===== src/sv/addressed_frame_crc8_receiver_assert.svh =====
// ----------------------------------------------------------------------------
// Assertion macros
// Shared concurrent assertion macros for the frame receiver.
// ----------------------------------------------------------------------------
`ifndef ADDRESSED_FRAME_CRC8_RECEIVER_ASSERT_SVH
`define ADDRESSED_FRAME_CRC8_RECEIVER_ASSERT_SVH

`ifndef NO_ASSERTIONS

`define AFCR_ASSERT_IMPLY(label, clk, rst, cond, prop, msg) \
  label: assert property (@(posedge clk) disable iff (rst) (cond) |-> (prop)) \
    else $error(msg);

`define AFCR_ASSERT_NEXT(label, clk, rst, cond, prop, msg) \
  label: assert property (@(posedge clk) disable iff (rst) (cond) |=> (prop)) \
    else $error(msg);

`else

`define AFCR_ASSERT_IMPLY(label, clk, rst, cond, prop, msg)

`define AFCR_ASSERT_NEXT(label, clk, rst, cond, prop, msg)

`endif

`endif


===== src/sv/afcr_pkg.sv =====
// ----------------------------------------------------------------------------
// afcr_pkg
// Types, constants and the CRC-8 byte update for the frame receiver.
// ----------------------------------------------------------------------------
package afcr_pkg;

  localparam logic [7:0]  CRC_POLY          = 8'h8C;
  localparam logic [7:0]  NODE_ADDRESS_INIT = 8'h01;
  localparam logic [15:0] COMPARE_VALUE_INIT = 16'd3000;
  localparam logic [1:0]  FRAME_LAST        = 2'd3;

  localparam int unsigned INDEX_WIDTH = 2;
  localparam int unsigned DATA_WIDTH  = 16;

  localparam logic [INDEX_WIDTH-1:0] REG_NODE_ADDRESS  = 2'd0;
  localparam logic [INDEX_WIDTH-1:0] REG_COMPARE_VALUE = 2'd1;

  typedef struct packed {
    logic [1:0] byte_position;
    logic [7:0] running_crc;
    logic [7:0] address_byte;
    logic [7:0] setpoint_high;
    logic [7:0] setpoint_low;
  } frame_state_t;

  typedef struct packed {
    logic        frame_accepted;
    logic        address_ok;
    logic        crc_ok;
    logic [15:0] setpoint;
    logic        setpoint_matches;
  } result_t;

  function automatic logic [7:0] crc8_feed(input logic [7:0] crc_in, input logic [7:0] data);
    logic [7:0] crc;
    logic [7:0] b;
    logic       fb;
    crc = crc_in;
    b   = data;
    for (int i = 0; i < 8; i++) begin
      fb  = crc[0] ^ b[0];
      crc = {1'b0, crc[7:1]};
      if (fb) begin
        crc = crc ^ CRC_POLY;
      end
      b = {1'b0, b[7:1]};
    end
    return crc;
  endfunction

endpackage


===== src/sv/afcr_if.sv =====
// ----------------------------------------------------------------------------
// afcr_if
// Valid/ready channel interfaces for received bytes and frame results.
// ----------------------------------------------------------------------------
interface afcr_rx_if;
  logic       valid;
  logic       ready;
  logic [7:0] rx_byte;

  modport source (output valid, output rx_byte, input ready);
  modport sink (input valid, input rx_byte, output ready);
endinterface

interface afcr_result_if;
  logic        valid;
  logic        ready;
  logic        frame_accepted;
  logic        address_ok;
  logic        crc_ok;
  logic [15:0] setpoint;
  logic        setpoint_matches;

  modport source (
    output valid, output frame_accepted, output address_ok, output crc_ok,
    output setpoint, output setpoint_matches, input ready
  );
  modport sink (
    input valid, input frame_accepted, input address_ok, input crc_ok,
    input setpoint, input setpoint_matches, output ready
  );
endinterface


===== src/sv/afcr_frame.sv =====
// ----------------------------------------------------------------------------
// afcr_frame
// Frame assembly step: folds one byte into the frame state and forms the
// result when the byte closes a frame.
// ----------------------------------------------------------------------------
module afcr_frame (
  input  afcr_pkg::frame_state_t state,
  input  logic [7:0]             data,
  input  logic [7:0]             node_address,
  input  logic [15:0]            compare_value,
  output afcr_pkg::frame_state_t state_next,
  output logic                   has_result,
  output afcr_pkg::result_t      result
);
  import afcr_pkg::*;

  logic [15:0] sp;

  assign sp         = {state.setpoint_high, state.setpoint_low};
  assign has_result = (state.byte_position == FRAME_LAST);

  always_comb begin
    result.address_ok       = (state.address_byte == node_address);
    result.crc_ok           = (state.running_crc == data);
    result.frame_accepted   = result.address_ok && result.crc_ok;
    result.setpoint         = sp;
    result.setpoint_matches = result.frame_accepted && (sp == compare_value);
  end

  always_comb begin
    state_next = state;
    if (has_result) begin
      state_next = '0;
    end else begin
      case (state.byte_position)
        2'd0:    state_next.address_byte  = data;
        2'd1:    state_next.setpoint_high = data;
        default: state_next.setpoint_low  = data;
      endcase
      state_next.running_crc   = crc8_feed(state.running_crc, data);
      state_next.byte_position = state.byte_position + 2'd1;
    end
  end

endmodule


===== src/sv/addressed_frame_crc8_receiver.sv =====
// ----------------------------------------------------------------------------
// addressed_frame_crc8_receiver
// Groups received bytes into four-byte frames (address, setpoint high,
// setpoint low, CRC-8) and reports address, CRC and setpoint checks.
//
//   Channel   Direction  Transaction
//   rx        in         one received byte
//   result    out        one frame report, on every fourth byte
//   wr_*      in         register write, index 0 node address, 1 compare
//
// A byte is taken into an input register, then folded into the frame state;
// the fourth byte loads the result register. One byte per cycle is sustained
// while the result channel is not stalled; the report is valid from the result
// register once the fourth byte moves out of the input register.
// Reset clears the frame state and restores the register defaults.
// A stalled result holds its register and the input register waits behind it.
// ----------------------------------------------------------------------------
module addressed_frame_crc8_receiver (
  input  logic                                clk,
  input  logic                                rst,
  afcr_rx_if.sink                             rx,
  afcr_result_if.source                       result,
  input  logic                                wr_en,
  input  logic [afcr_pkg::INDEX_WIDTH-1:0]    wr_index,
  input  logic [afcr_pkg::DATA_WIDTH-1:0]     wr_data
);
  import afcr_pkg::*;

`include "addressed_frame_crc8_receiver_assert.svh"

  logic [7:0]   node_address;
  logic [15:0]  compare_value;

  logic         in_valid;
  logic [7:0]   in_byte;
  logic         in_move;

  frame_state_t state;
  frame_state_t state_next;
  logic         has_result;
  result_t      res_next;

  logic         out_valid;
  result_t      out_data;

  always_ff @(posedge clk) begin
    if (rst) begin
      node_address  <= NODE_ADDRESS_INIT;
      compare_value <= COMPARE_VALUE_INIT;
    end else if (wr_en) begin
      case (wr_index)
        REG_NODE_ADDRESS:  node_address  <= wr_data[7:0];
        REG_COMPARE_VALUE: compare_value <= wr_data;
        default:           ;
      endcase
    end
  end

  assign in_move  = in_valid && (!out_valid || result.ready);
  assign rx.ready = !in_valid || in_move;

  always_ff @(posedge clk) begin
    if (rst) begin
      in_valid <= 1'b0;
    end else if (rx.ready) begin
      in_valid <= rx.valid;
    end
  end

  always_ff @(posedge clk) begin
    if (rx.ready && rx.valid) begin
      in_byte <= rx.rx_byte;
    end
  end

  afcr_frame u_frame (
    .state          (state),
    .data           (in_byte),
    .node_address   (node_address),
    .compare_value  (compare_value),
    .state_next     (state_next),
    .has_result     (has_result),
    .result         (res_next)
  );

  always_ff @(posedge clk) begin
    if (rst) begin
      state <= '0;
    end else if (in_move) begin
      state <= state_next;
    end
  end

  always_ff @(posedge clk) begin
    if (rst) begin
      out_valid <= 1'b0;
    end else if (in_move && has_result) begin
      out_valid <= 1'b1;
    end else if (result.ready) begin
      out_valid <= 1'b0;
    end
  end

  always_ff @(posedge clk) begin
    if (in_move && has_result) begin
      out_data <= res_next;
    end
  end

  assign result.valid            = out_valid;
  assign result.frame_accepted   = out_data.frame_accepted;
  assign result.address_ok       = out_data.address_ok;
  assign result.crc_ok           = out_data.crc_ok;
  assign result.setpoint         = out_data.setpoint;
  assign result.setpoint_matches = out_data.setpoint_matches;

  `AFCR_ASSERT_IMPLY(a_accept_is_both, clk, rst, out_valid, out_data.frame_accepted == (out_data.address_ok && out_data.crc_ok), "frame_accepted disagrees with the checks")
  `AFCR_ASSERT_IMPLY(a_match_needs_accept, clk, rst, out_valid && out_data.setpoint_matches, out_data.frame_accepted, "setpoint match on a rejected frame")
  `AFCR_ASSERT_NEXT(a_frame_end_clears, clk, rst, in_move && has_result, state == '0 && out_valid, "frame end did not clear state or raise a result")
  `AFCR_ASSERT_NEXT(a_no_result_mid_frame, clk, rst, in_move && !has_result && !out_valid, !out_valid, "result raised before the frame ended")

endmodule


===== src/flat_wrapper.sv =====
// flat-port wrapper written by rule: the top's interface ports become plain ports
module addressed_frame_crc8_receiver_flat import afcr_pkg::*;
  (clk, rst, wr_en, wr_index, wr_data, rx_valid, rx_rx_byte, rx_ready, result_valid, result_frame_accepted, result_address_ok, result_crc_ok, result_setpoint, result_setpoint_matches, result_ready);
  afcr_rx_if rx_i ();
  afcr_result_if result_i ();
  input  logic clk;
  input  logic rst;
  input  logic wr_en;
  input  logic [afcr_pkg::INDEX_WIDTH-1:0] wr_index;
  input  logic [afcr_pkg::DATA_WIDTH-1:0] wr_data;
  input wire logic [$bits(rx_i.valid)-1:0] rx_valid;
  input wire logic [$bits(rx_i.rx_byte)-1:0] rx_rx_byte;
  output wire logic [$bits(rx_i.ready)-1:0] rx_ready;
  output wire logic [$bits(result_i.valid)-1:0] result_valid;
  output wire logic [$bits(result_i.frame_accepted)-1:0] result_frame_accepted;
  output wire logic [$bits(result_i.address_ok)-1:0] result_address_ok;
  output wire logic [$bits(result_i.crc_ok)-1:0] result_crc_ok;
  output wire logic [$bits(result_i.setpoint)-1:0] result_setpoint;
  output wire logic [$bits(result_i.setpoint_matches)-1:0] result_setpoint_matches;
  input wire logic [$bits(result_i.ready)-1:0] result_ready;
  assign rx_i.valid = rx_valid;
  assign rx_i.rx_byte = rx_rx_byte;
  assign rx_ready = rx_i.ready;
  assign result_valid = result_i.valid;
  assign result_frame_accepted = result_i.frame_accepted;
  assign result_address_ok = result_i.address_ok;
  assign result_crc_ok = result_i.crc_ok;
  assign result_setpoint = result_i.setpoint;
  assign result_setpoint_matches = result_i.setpoint_matches;
  assign result_i.ready = result_ready;
  addressed_frame_crc8_receiver u_core (.clk(clk), .rst(rst), .rx(rx_i), .result(result_i), .wr_en(wr_en), .wr_index(wr_index), .wr_data(wr_data));
endmodule

===== config.mk =====
export PLATFORM = sky130hd
export DESIGN_NAME = addressed_frame_crc8_receiver_flat
export DESIGN_NICKNAME = d
export VERILOG_FILES = /design/src/sv/afcr_pkg.sv /design/src/sv/afcr_if.sv /design/src/sv/afcr_frame.sv /design/src/sv/addressed_frame_crc8_receiver.sv /design/src/flat_wrapper.sv
export VERILOG_INCLUDE_DIRS = /design/src /design/src/sv
export SDC_FILE = /design/constraint.sdc
export NUM_CORES = 1
export LEC_CHECK = 0
export BUFFER_PORTS_ARGS = -buffer_cell sky130_fd_sc_hd__buf_2
export CAP_MARGIN = 20
export CELL_PAD_IN_SITES_DETAIL_PLACEMENT = 1
export CELL_PAD_IN_SITES_GLOBAL_PLACEMENT = 2
export CORE_UTILIZATION = 36
export CTS_CLUSTER_SIZE = 25
export DETAILED_ROUTE_END_ITERATION = 12
export GPL_TIMING_DRIVEN = 0
export HOLD_SLACK_MARGIN = 0.15
export PLACE_DENSITY_LB_ADDON = 0.1
export SLEW_MARGIN = 20
export SYNTH_ARGS = -nofsm -noshare
export SYNTH_HDL_FRONTEND = slang
export SYNTH_SLANG_ARGS = --single-unit

===== constraint.sdc =====
create_clock -name clk -period 2.5 [get_ports clk]
set_clock_uncertainty 0.05 [all_clocks]
set_input_delay 0.5 -clock clk [delete_from_list [all_inputs] [get_ports clk]]
set_output_delay 0.5 -clock clk [all_outputs]
set_load 0.02 [all_outputs]

==> results of run 1 <==
timing repair:
action / 4_1_cts / 5_1_grt
resized for setup: 0 / 1
setup endpoints to repair: 0 / 21
hold buffers: 0 / 0
path summary, 6_finish.rpt:
check             slack, ns                                       end
setup reg to reg       0.36  u_core.result.setpoint_matches$_DFFE_PP_
hold reg to reg        0.42             u_core.state[20]$_SDFFE_PP0P_
hold / removal         0.26               u_core.in_byte[6]$_DFFE_PP_
setup / recovery       0.36  u_core.result.setpoint_matches$_DFFE_PP_
layout make-up:
class | count | area share
flip-flops and latches | 88 | 0.478
multi-input cells | 234 | 0.364
repair buffers | 51 | 0.0598
well taps | 133 | 0.0390
clock buffers | 13 | 0.0349
plain buffers | 16 | 0.0144
inverters | 6 | 0.00527
clock inverters | 3 | 0.00410
state kept, by name, summed over array words and instances (netlist names):
name / cells
u_core.compare_value: 16
u_core.in_byte: 8
u_core.in_valid: 1
u_core.node_address: 8
u_core.result.address_ok: 1
u_core.result.crc_ok: 1
u_core.result.frame_accepted: 1
u_core.result.setpoint: 16
u_core.result.setpoint_matches: 1
u_core.result.valid: 1
u_core.state: 34
cell families after synthesis:
family / share of synthesized area
AND/OR/NAND/NOR: 0.191
flip-flops: 0.555
AO/OA/AOI/OAI: 0.0843
XOR/XNOR: 0.118
buffers and inverters: 0.0228
multiplexers: 0.0190
adder cells (fa/ha/maj): 0.0102
power breakdown:
| part | switching (mW) | internal (mW) | total [mW] |
|---|---|---|---|
| Clock | 0.508 | 0.388 | 0.896 |
| Combinational | 0.256 | 0.279 | 0.535 |
| Sequential | 0.0813 | 1.55 | 1.63 |
per-layer routing:
metal	global-route usage	up-vias	wire, um
met5	0	-	0
met2	0.338	49	4820
li1	-	1326	-
met1	0.249	1296	4390
met4	0.0758	0	139
met3	0.0386	11	224
cells in the final DEF (no fill, tap or decap), types with 2 or more instances in the layout:
master	n
nor2b_1	2
a22oi_1	18
or4_1	2
nand3b_1	18
dfxtp_1	60
mux2i_1	7
ha_1	3
xnor3_1	4
nand2_1	47
nand3_1	3
edfxtp_1	28
nor3b_1	5
nand2b_1	2
a311o_1	4
a21oi_1	21
nand4_1	3
xor2_1	25
buf_2	52
o211ai_1	2
nor4b_1	2
nor4_1	6
clkbuf_1	17
xnor2_2	3
xnor2_1	4
clkbuf_8	10
inv_1	5
nor2_1	38
nor3_1	4
per-stage QoR:
stage / setup slack, ns / hold WS (ns) / std cells / total power, mW
after global routing: 0.203 / 0.237 / 544 / 3.22
after CTS: 0.128 / 0.251 / 544 / 3.09
final: 0.362 / 0.264 / 544 / 3.06
after detailed placement: 0.144 / 0.407 / 528 / 2.21
after floorplan: 0.654 / 0.393 / 344 / 2.06
after global placement: 0.172 / 0.402 / 528 / 2.19
==> metrics.md, run 1 <==
| Metric | Value |
|---|---|
| Final wirelength | 9580 um |
| Post-CTS setup buffer count | 0 |
| Placed instance area | 0.00410 mm2 |
| Reg clk slew, reported paths | 0.09 ns |
| Die area | 0.0106 mm2 |
| Flip-flop and latch area | 0.00204 mm2 |
| Setup violators final | 0 |
| TritonCTS Buffers | 9 |
| Largest net degree at the start of global routing | 22 |
| CP startpoint kind | flip-flop |
| Antenna-violating nets left | 0 |
| Initial core utilization | 0.373 |
| Synth Area per Inst | 10.7 um2 |
| Hpwl dp | 6930 um |
| Post-layout instance area | 0.00427 mm2 |
| Diodes inserted | 0 |
| Worst slew pin tran | 0.856 ns |
| Crit-path max FO | 5 |
| Chip height | 103 um |
| Synth cell count leaders | dfxtp_1 (60), nand2_1 (47), nor2_1 (38) |
| Top-area cell type share of the netlist area | 0.326 |
| Ys flop type | dfxtp_1 |
| Post-synth ARST share | 0 |
| Worst vdd ir | 0.000335 V |
| Fin nets | 440 |
| Gpl congestion | 0.743 |
| Number of synthesized flops with an enable pin | 28 |
| Crit end category | flip-flop |
| R2R depth | 4 |
| Static Leak | 1.73 nW |
| Root Buffer | clkbuf_8 |
| Dominant cells by area after synthesis | dfxtp_1 (33%), edfxtp_1 (23%), xor2_1 (5.9%) |
| Fin crit share | 0.855 |
| CP required | 2.63 ns |
| Mapped cell area | 0.00368 mm2 |
| Gr usage total | 0.199 |
| Vias per inst | 4.93 |
| Utilization after layout | 0.433 |
| Crit path cell chain | xnor2_1 > nand4_1 > or4_1 > nor3_1 |
| Number of buffers added on ports | 51 |
| Top cell family by delay on the critical path | simple AND/OR/NAND/NOR gates |
| Outcome | finished, final reports clean |
| Arr. time, crit path | 2.27 ns |
| H-tree levels | 3 |
| Wire length per cell | 17.6 um |
| Syn nets | 378 |
| CTS tree | built |
| HP Class | primary input to flip-flop |
| Post-Syn Instances | 344 |
| Seq cells post-synth | 88 |
| Latest clock arrival within the worst-skew pair | 0.35 ns |
| First-pass detailed-route iteration total | 4 |
| Max-cap viol count | 0 |
| Crit-path slowest cell | edfxtp_1 |
| Pwr dens | 717 mW/mm2 |
| Count leader, synth | dfxtp_1 |
| Period minus WS final | 2.14 ns |
| Multi-input gate area | 0.00156 mm2 |
| Num ports | 53 |
| Crit path depth | 4 |
| Clk sink count | 88 |
| Area growth, synth to finish | 16.0% |
| Slew Limit Headroom | 0.425 |
| First-pass GRT wire length | 15000 um |
| Max Freq | 468 MHz |
| Global route overflow | 0 |
| Critical Path Start | u_core.in_byte[2]$_DFFE_PP_ |
| # rows | 36 |
| Unrepaired setup endpoints after global routing | no |
| Initial drt markers | 81 |
| Area leader, netlist | dfxtp_1 |
| Crit path buf inv count | 0 |
| Crit Path Category | flip-flop to flip-flop |
| FILL cells | 1129 |
| Vias in the first global route | 2735 |
| Via count | 2682 |
| Initial antenna violation count | 0 |
| Pins Over Slew Limit | 0 |
| Reg2Reg Launch Point | u_core.in_byte[2]$_DFFE_PP_ |
| Hold path cells | 1 |
| Yosys warns | 0 |
| Endpoints failing hold | 0 |
| Netlist cell types | 40 |
| Layout cell share with drive strength beyond 1 | 0.175 |
| Hold path start | rx_rx_byte[6] |
| Max incr delay on CP | 0.53 ns |
| Core Area | 0.00986 mm2 |
| Number of remaining DRC errors | 0 |
| Setup_tns | 0 ns |
| Sequential area share after synthesis | 0.555 |
| Longest Clk Path Bufs | 2 |
| Chip width | 103 um |
No activity file was read; power rests on OpenSTA's default activity.
==> run 2: changes to the inputs <==
--- a/config.mk
+++ b/config.mk
@@ -15,6 +15,7 @@
 export DETAILED_ROUTE_END_ITERATION = 12
 export GPL_TIMING_DRIVEN = 0
 export HOLD_SLACK_MARGIN = 0.15
+export MAX_ROUTING_LAYER = met4
 export PLACE_DENSITY_LB_ADDON = 0.1
 export SLEW_MARGIN = 20
 export SYNTH_ARGS = -nofsm -noshare
==> metrics.md, run 2 (synthesis results as in run 1) <==
| Metric | Value |
|---|---|
| Die area | 0.0106 mm2 |
| Hpwl dp | 6930 um |
| Longest Clk Path Bufs | 2 |
| Root Buffer | clkbuf_8 |
| Most flops, register | u_core.state |
| Setup violators final | 0 |
| CP startpoint kind | flip-flop |
| Clock power frac | 0.293 |
| Via count | 2686 |
| Vias per inst | 4.94 |
| Period minus WS final | 2.14 ns |
| Number of remaining DRC errors | 0 |
| Met3 Use GR | 0.0386 |
| CTS tree | built |
| Crit Path Category | flip-flop to flip-flop |
| Crit path buf inv count | 0 |
| Fin cells | 544 |
| Most frequent cells in the layout | dfxtp_1 (60), buf_2 (52), nand2_1 (47) |
| Max-cap viol count | 0 |
| Diodes inserted | 0 |
| HP Class | primary input to flip-flop |
| Crit end category | flip-flop |
| Final wirelength | 9550 um |
| Worst slew pin tran | 0.859 ns |
| Outcome | finished, final reports clean |
| Gpl congestion | 0.752 |
| Power Internal | 2.21 mW |
| Number of flip-flops in the largest register | 34 |
| Antenna-violating nets left | 0 |
| Placed cells | 528 |
| H-tree levels | 3 |
| Comb pwr share | 0.175 |
| Static Leak | 1.73 nW |
| Latest clock arrival within the worst-skew pair | 0.36 ns |
| Pwr dens | 716 mW/mm2 |
| GR Layer Usage met1 | 0.250 |
| Fin nets | 440 |
| Endpoints failing hold | 0 |
| Top cell family by delay on the critical path | simple AND/OR/NAND/NOR gates |
| Core Area | 0.00986 mm2 |
| Global route hottest layer | met2 |
| Gr usage total | 0.205 |
| First-pass GRT wire length | 15000 um |
| Switching share of power | 0.276 |
| Max incr delay on CP | 0.54 ns |
| Wire length per cell | 17.6 um |
| Vias in the first global route | 2732 |
| TritonCTS Buffers | 9 |
| Largest net degree at the start of global routing | 22 |
| Reg clk slew, reported paths | 0.09 ns |
| CP required | 2.64 ns |
| Number of buffers added on ports | 51 |
| Slew Limit Headroom | 0.423 |
| Crit-path max FO | 5 |
| Arr. time, crit path | 2.28 ns |
| Area growth, synth to finish | 16.0% |
| Crit path cell chain | xnor2_1 > nand4_1 > or4_1 > nor3_1 |
| Initial antenna violation count | 0 |
| Global route overflow | 0 |
| First-pass detailed-route iteration total | 4 |
| Crit-path slowest cell | edfxtp_1 |
| Fin crit share | 0.857 |
| Chip width | 103 um |
| Cts hold-fix bufs | 0 |
| Setup_tns | 0 ns |
| Unrepaired setup endpoints after global routing | no |
| Switching power | 845 uW |
| Clk sink count | 88 |
| Worst vdd ir | 0.000335 V |
| Num ports | 53 |
| Chip height | 103 um |
| Commonest non-fill, non-tap cell in the layout | dfxtp_1 |
| Max Freq | 467 MHz |
| Layout cell share with drive strength beyond 1 | 0.175 |
| GR met2 Demand/Resource | 0.337 |
| Pins Over Slew Limit | 0 |
| Initial core utilization | 0.373 |
| Initial drt markers | 88 |
| Sequential power share | 0.532 |
| # rows | 36 |
run 2: cell counts in the layout (fill, tap and decap cells not counted):
No cell type changed its count.
run 2: power by group through the flow:
stage | registers (mW) | logic [mW] | clock network (mW)
2_1_floorplan | 1.63 | 0.423 | 0
3_3_place_gp | 1.66 | 0.531 | 0
3_5_place_dp | 1.66 | 0.542 | 0
4_1_cts | 1.63 | 0.544 | 0.918
5_1_grt | 1.64 | 0.594 | 0.987
6_report | 1.63 | 0.535 | 0.896
run 2: what timing repair did:
action	in CTS	in global routing
endpoints found under the setup margin	0	21
gates resized for setup	0	1
buffers inserted	0	0
run 2: final timing paths:
check / from / endpoint / slack [ns] / cells past startpoint
setup reg to reg: u_core.in_byte[2]$_DFFE_PP_ / u_core.result.setpoint_matches$_DFFE_PP_ / 0.36 / 4
hold reg to reg: u_core.state[20]$_SDFFE_PP0P_ / u_core.state[20]$_SDFFE_PP0P_ / 0.42 / 2
setup / recovery: u_core.in_byte[2]$_DFFE_PP_ / u_core.result.setpoint_matches$_DFFE_PP_ / 0.36 / 4
hold / removal: rx_rx_byte[6] / u_core.in_byte[6]$_DFFE_PP_ / 0.26 / 1
run 2: layout make-up:
class / instances / area [um2]
Buffer: 16 / 61.3
Clock buffer: 13 / 149
Clock inverter: 3 / 17.5
Fill cell: 1129 / 5590
Inverter: 6 / 22.5
Multi-Input combinational cell: 234 / 1560
Sequential cell: 88 / 2040
Tap cell: 133 / 166
Timing Repair Buffer: 51 / 255
run 2: per-stage QoR:
step | utilization | hold WS, ns | setup WS (ns) | power [mW] | cell area (um2)
3_3_place_gp | 0.416 | 0.402 | 0.172 | 2.19 | 4100
4_1_cts | 0.433 | 0.251 | 0.128 | 3.09 | 4270
2_1_floorplan | - | 0.393 | 0.654 | 2.06 | 3680
6_report | 0.433 | 0.262 | 0.357 | 3.06 | 4270
5_1_grt | 0.433 | 0.237 | 0.203 | 3.22 | 4270
3_5_place_dp | 0.416 | 0.407 | 0.144 | 2.21 | 4100
run 2: routing by layer:
layer	part of all wire	vias up
li1	-	1326
met1	0.45	1296
met2	0.50	52
met3	0.030	12
met4	0.015	0
met5	0	-
==> run 3: changes to the inputs <==
--- a/config.mk
+++ b/config.mk
@@ -6,13 +6,13 @@
 export SDC_FILE = /design/constraint.sdc
 export NUM_CORES = 1
 export LEC_CHECK = 0
-export BUFFER_PORTS_ARGS = -buffer_cell sky130_fd_sc_hd__buf_2
 export CAP_MARGIN = 20
 export CELL_PAD_IN_SITES_DETAIL_PLACEMENT = 1
 export CELL_PAD_IN_SITES_GLOBAL_PLACEMENT = 2
-export CORE_UTILIZATION = 36
+export CORE_UTILIZATION = 40
 export CTS_CLUSTER_SIZE = 25
 export DETAILED_ROUTE_END_ITERATION = 12
+export DONT_BUFFER_PORTS = 1
 export GPL_TIMING_DRIVEN = 0
 export HOLD_SLACK_MARGIN = 0.15
 export MAX_ROUTING_LAYER = met4
==> metrics.md, run 3 (synthesis results as in run 1) <==
| Metric | Value |
|---|---|
| Failing checks | design-rule violations |
| Cts hold-fix bufs | 0 |
| Vias per inst | 5.41 |
| Initial drt markers | 92 |
| Latest clock arrival within the worst-skew pair | 0.36 ns |
| Static Leak | 1.56 nW |
| Worst slew pin tran | 0.924 ns |
| Fin crit share | 0.908 |
| Number of buffers added on ports | 0 |
| Global route overflow | 0 |
| Post-CTS setup buffer count | 0 |
| Flip-flop and latch area | 0.00204 mm2 |
| CTS tree | built |
| TritonCTS Buffers | 9 |
| Via count | 2533 |
| Final Worst Setup Slack | 0.230 ns |
| Initial core utilization | 0.418 |
| Most frequent cells in the layout | dfxtp_1 (60), nand2_1 (47), nor2_1 (38) |
| Wire length per cell | 19.0 um |
| CP startpoint kind | flip-flop |
| Num ports | 53 |
| Pre-CTS setup slack | 0.218 ns |
| First-pass detailed-route iteration total | 10 |
| Chip height | 97.9 um |
| # rows | 34 |
| Crit Path Category | flip-flop to flip-flop |
| Hpwl dp | 6360 um |
| Period minus WS final | 2.27 ns |
| Reg clk slew, reported paths | 0.09 ns |
| Multi-input gate area | 0.00156 mm2 |
| Metal-1 WL | 4100 um |
| Number of flip-flops in the largest register | 34 |
| Max-cap viol count | 0 |
| Pins Over Slew Limit | 0 |
| Crit-path slowest cell | and3_1 |
| FILL cells | 966 |
| Most flops, register | u_core.state |
| Antenna-violating nets left | 0 |
| Post_cts resized | 0 |
| Largest net degree at the start of global routing | 22 |
| Critical Path Start | u_core.state[32]$_SDFFE_PP0P_ |
| Die area | 0.00959 mm2 |
| Endpoints failing hold | 0 |
| Arr. time, crit path | 2.21 ns |
| Slew Limit Headroom | 0.384 |
| Max Freq | 441 MHz |
| Unrepaired setup endpoints after global routing | no |
| Worst vdd ir | 0.000359 V |
| Initial antenna violation count | 0 |
| Gr usage total | 0.210 |
| Final wirelength | 8900 um |
| Area growth, synth to finish | 10.5% |
| Chip width | 97.9 um |
| Top routing layer in use | met4 |
| Met2 WL | 4460 um |
| Vias in the first global route | 2579 |
| Crit end category | flip-flop |
| Clk sink count | 88 |
| Hold path start | rx_rx_byte[3] |
| Root Buffer | clkbuf_8 |
| Core Area | 0.00881 mm2 |
| Setup violators final | 0 |
| Fin nets | 389 |
| R2R setup slack | 0.23 ns |
| Longest Clk Path Bufs | 2 |
| Diodes inserted | 0 |
| Crit path cell chain | ha_1 > clkbuf_1 > and3_1 |
| Met3 Wirelength | 199 um |
| Outcome | complete, but fails checks |
| H-tree levels | 3 |
| CP required | 2.44 ns |
| Number of remaining DRC errors | 9 |
| Crit-path max FO | 21 |
| HP Class | primary input to flip-flop |
| Max incr delay on CP | 0.83 ns |
| Layout cell share with drive strength beyond 1 | 0.0667 |
| Setup_tns | 0 ns |
| Commonest non-fill, non-tap cell in the layout | dfxtp_1 |
| Pwr dens | 822 mW/mm2 |
| First-pass GRT wire length | 14300 um |
| Gpl congestion | 0.779 |
| Reg2Reg Launch Point | u_core.state[32]$_SDFFE_PP0P_ |
==> run 3: final timing paths <==
check | to | cells after the start
hold / removal | u_core.in_byte[3]$_DFFE_PP_ | 0
setup / recovery | u_core.result.setpoint[15]$_DFFE_PP_ | 3
setup reg to reg | u_core.result.setpoint[15]$_DFFE_PP_ | 3
hold reg to reg | u_core.state[20]$_SDFFE_PP0P_ | 2
==> run 3: critical path: cells and delay by family, from the launching register on <==
| family | cells | cell delay (ns) |
|---|---|---|
| simple gates | 1 | 0.83 |
| fa+ha+maj | 1 | 0.30 |
| buf+inv | 1 | 0.31 |
| flops | 1 | 0.40 |
==> run 3: layout make-up <==
class	instances	share of cell area
Buffer	16	0.0151
Tap cell	108	0.0332
Inverter	6	0.00554
Multi-Input combinational cell	234	0.382
Clock buffer	10	0.0338
Sequential cell	88	0.502
Clock inverter	6	0.0283
==> run 3: routing by layer <==
metal / global-route usage / vias up
met5: - / -
met4: 0.0804 / 0
met3: 0.0344 / 14
met2: 0.349 / 46
met1: 0.256 / 1244
li1: - / 1229
==> run 3: metrics by stage <==
step | std cells | cell area [um2] | utilization | hold WS, ns | total power, mW
after floorplan | 344 | 3680 | - | 0.393 | 2.06
after CTS | 468 | 4070 | 0.462 | 0.163 | 3.38
after global placement | 452 | 3820 | 0.433 | 0.402 | 2.16
after detailed placement | 452 | 3820 | 0.433 | 0.410 | 2.17
after global routing | 468 | 4070 | 0.462 | 0.159 | 3.49
final | 468 | 4070 | 0.462 | 0.183 | 3.34
==> run 3: power by group <==
part           total (mW)  switching (mW)  internal, mW
Sequential           1.63          0.0818          1.55
Combinational       0.504           0.241         0.263
Clock                1.21           0.514         0.696
Total                3.34           0.837          2.51
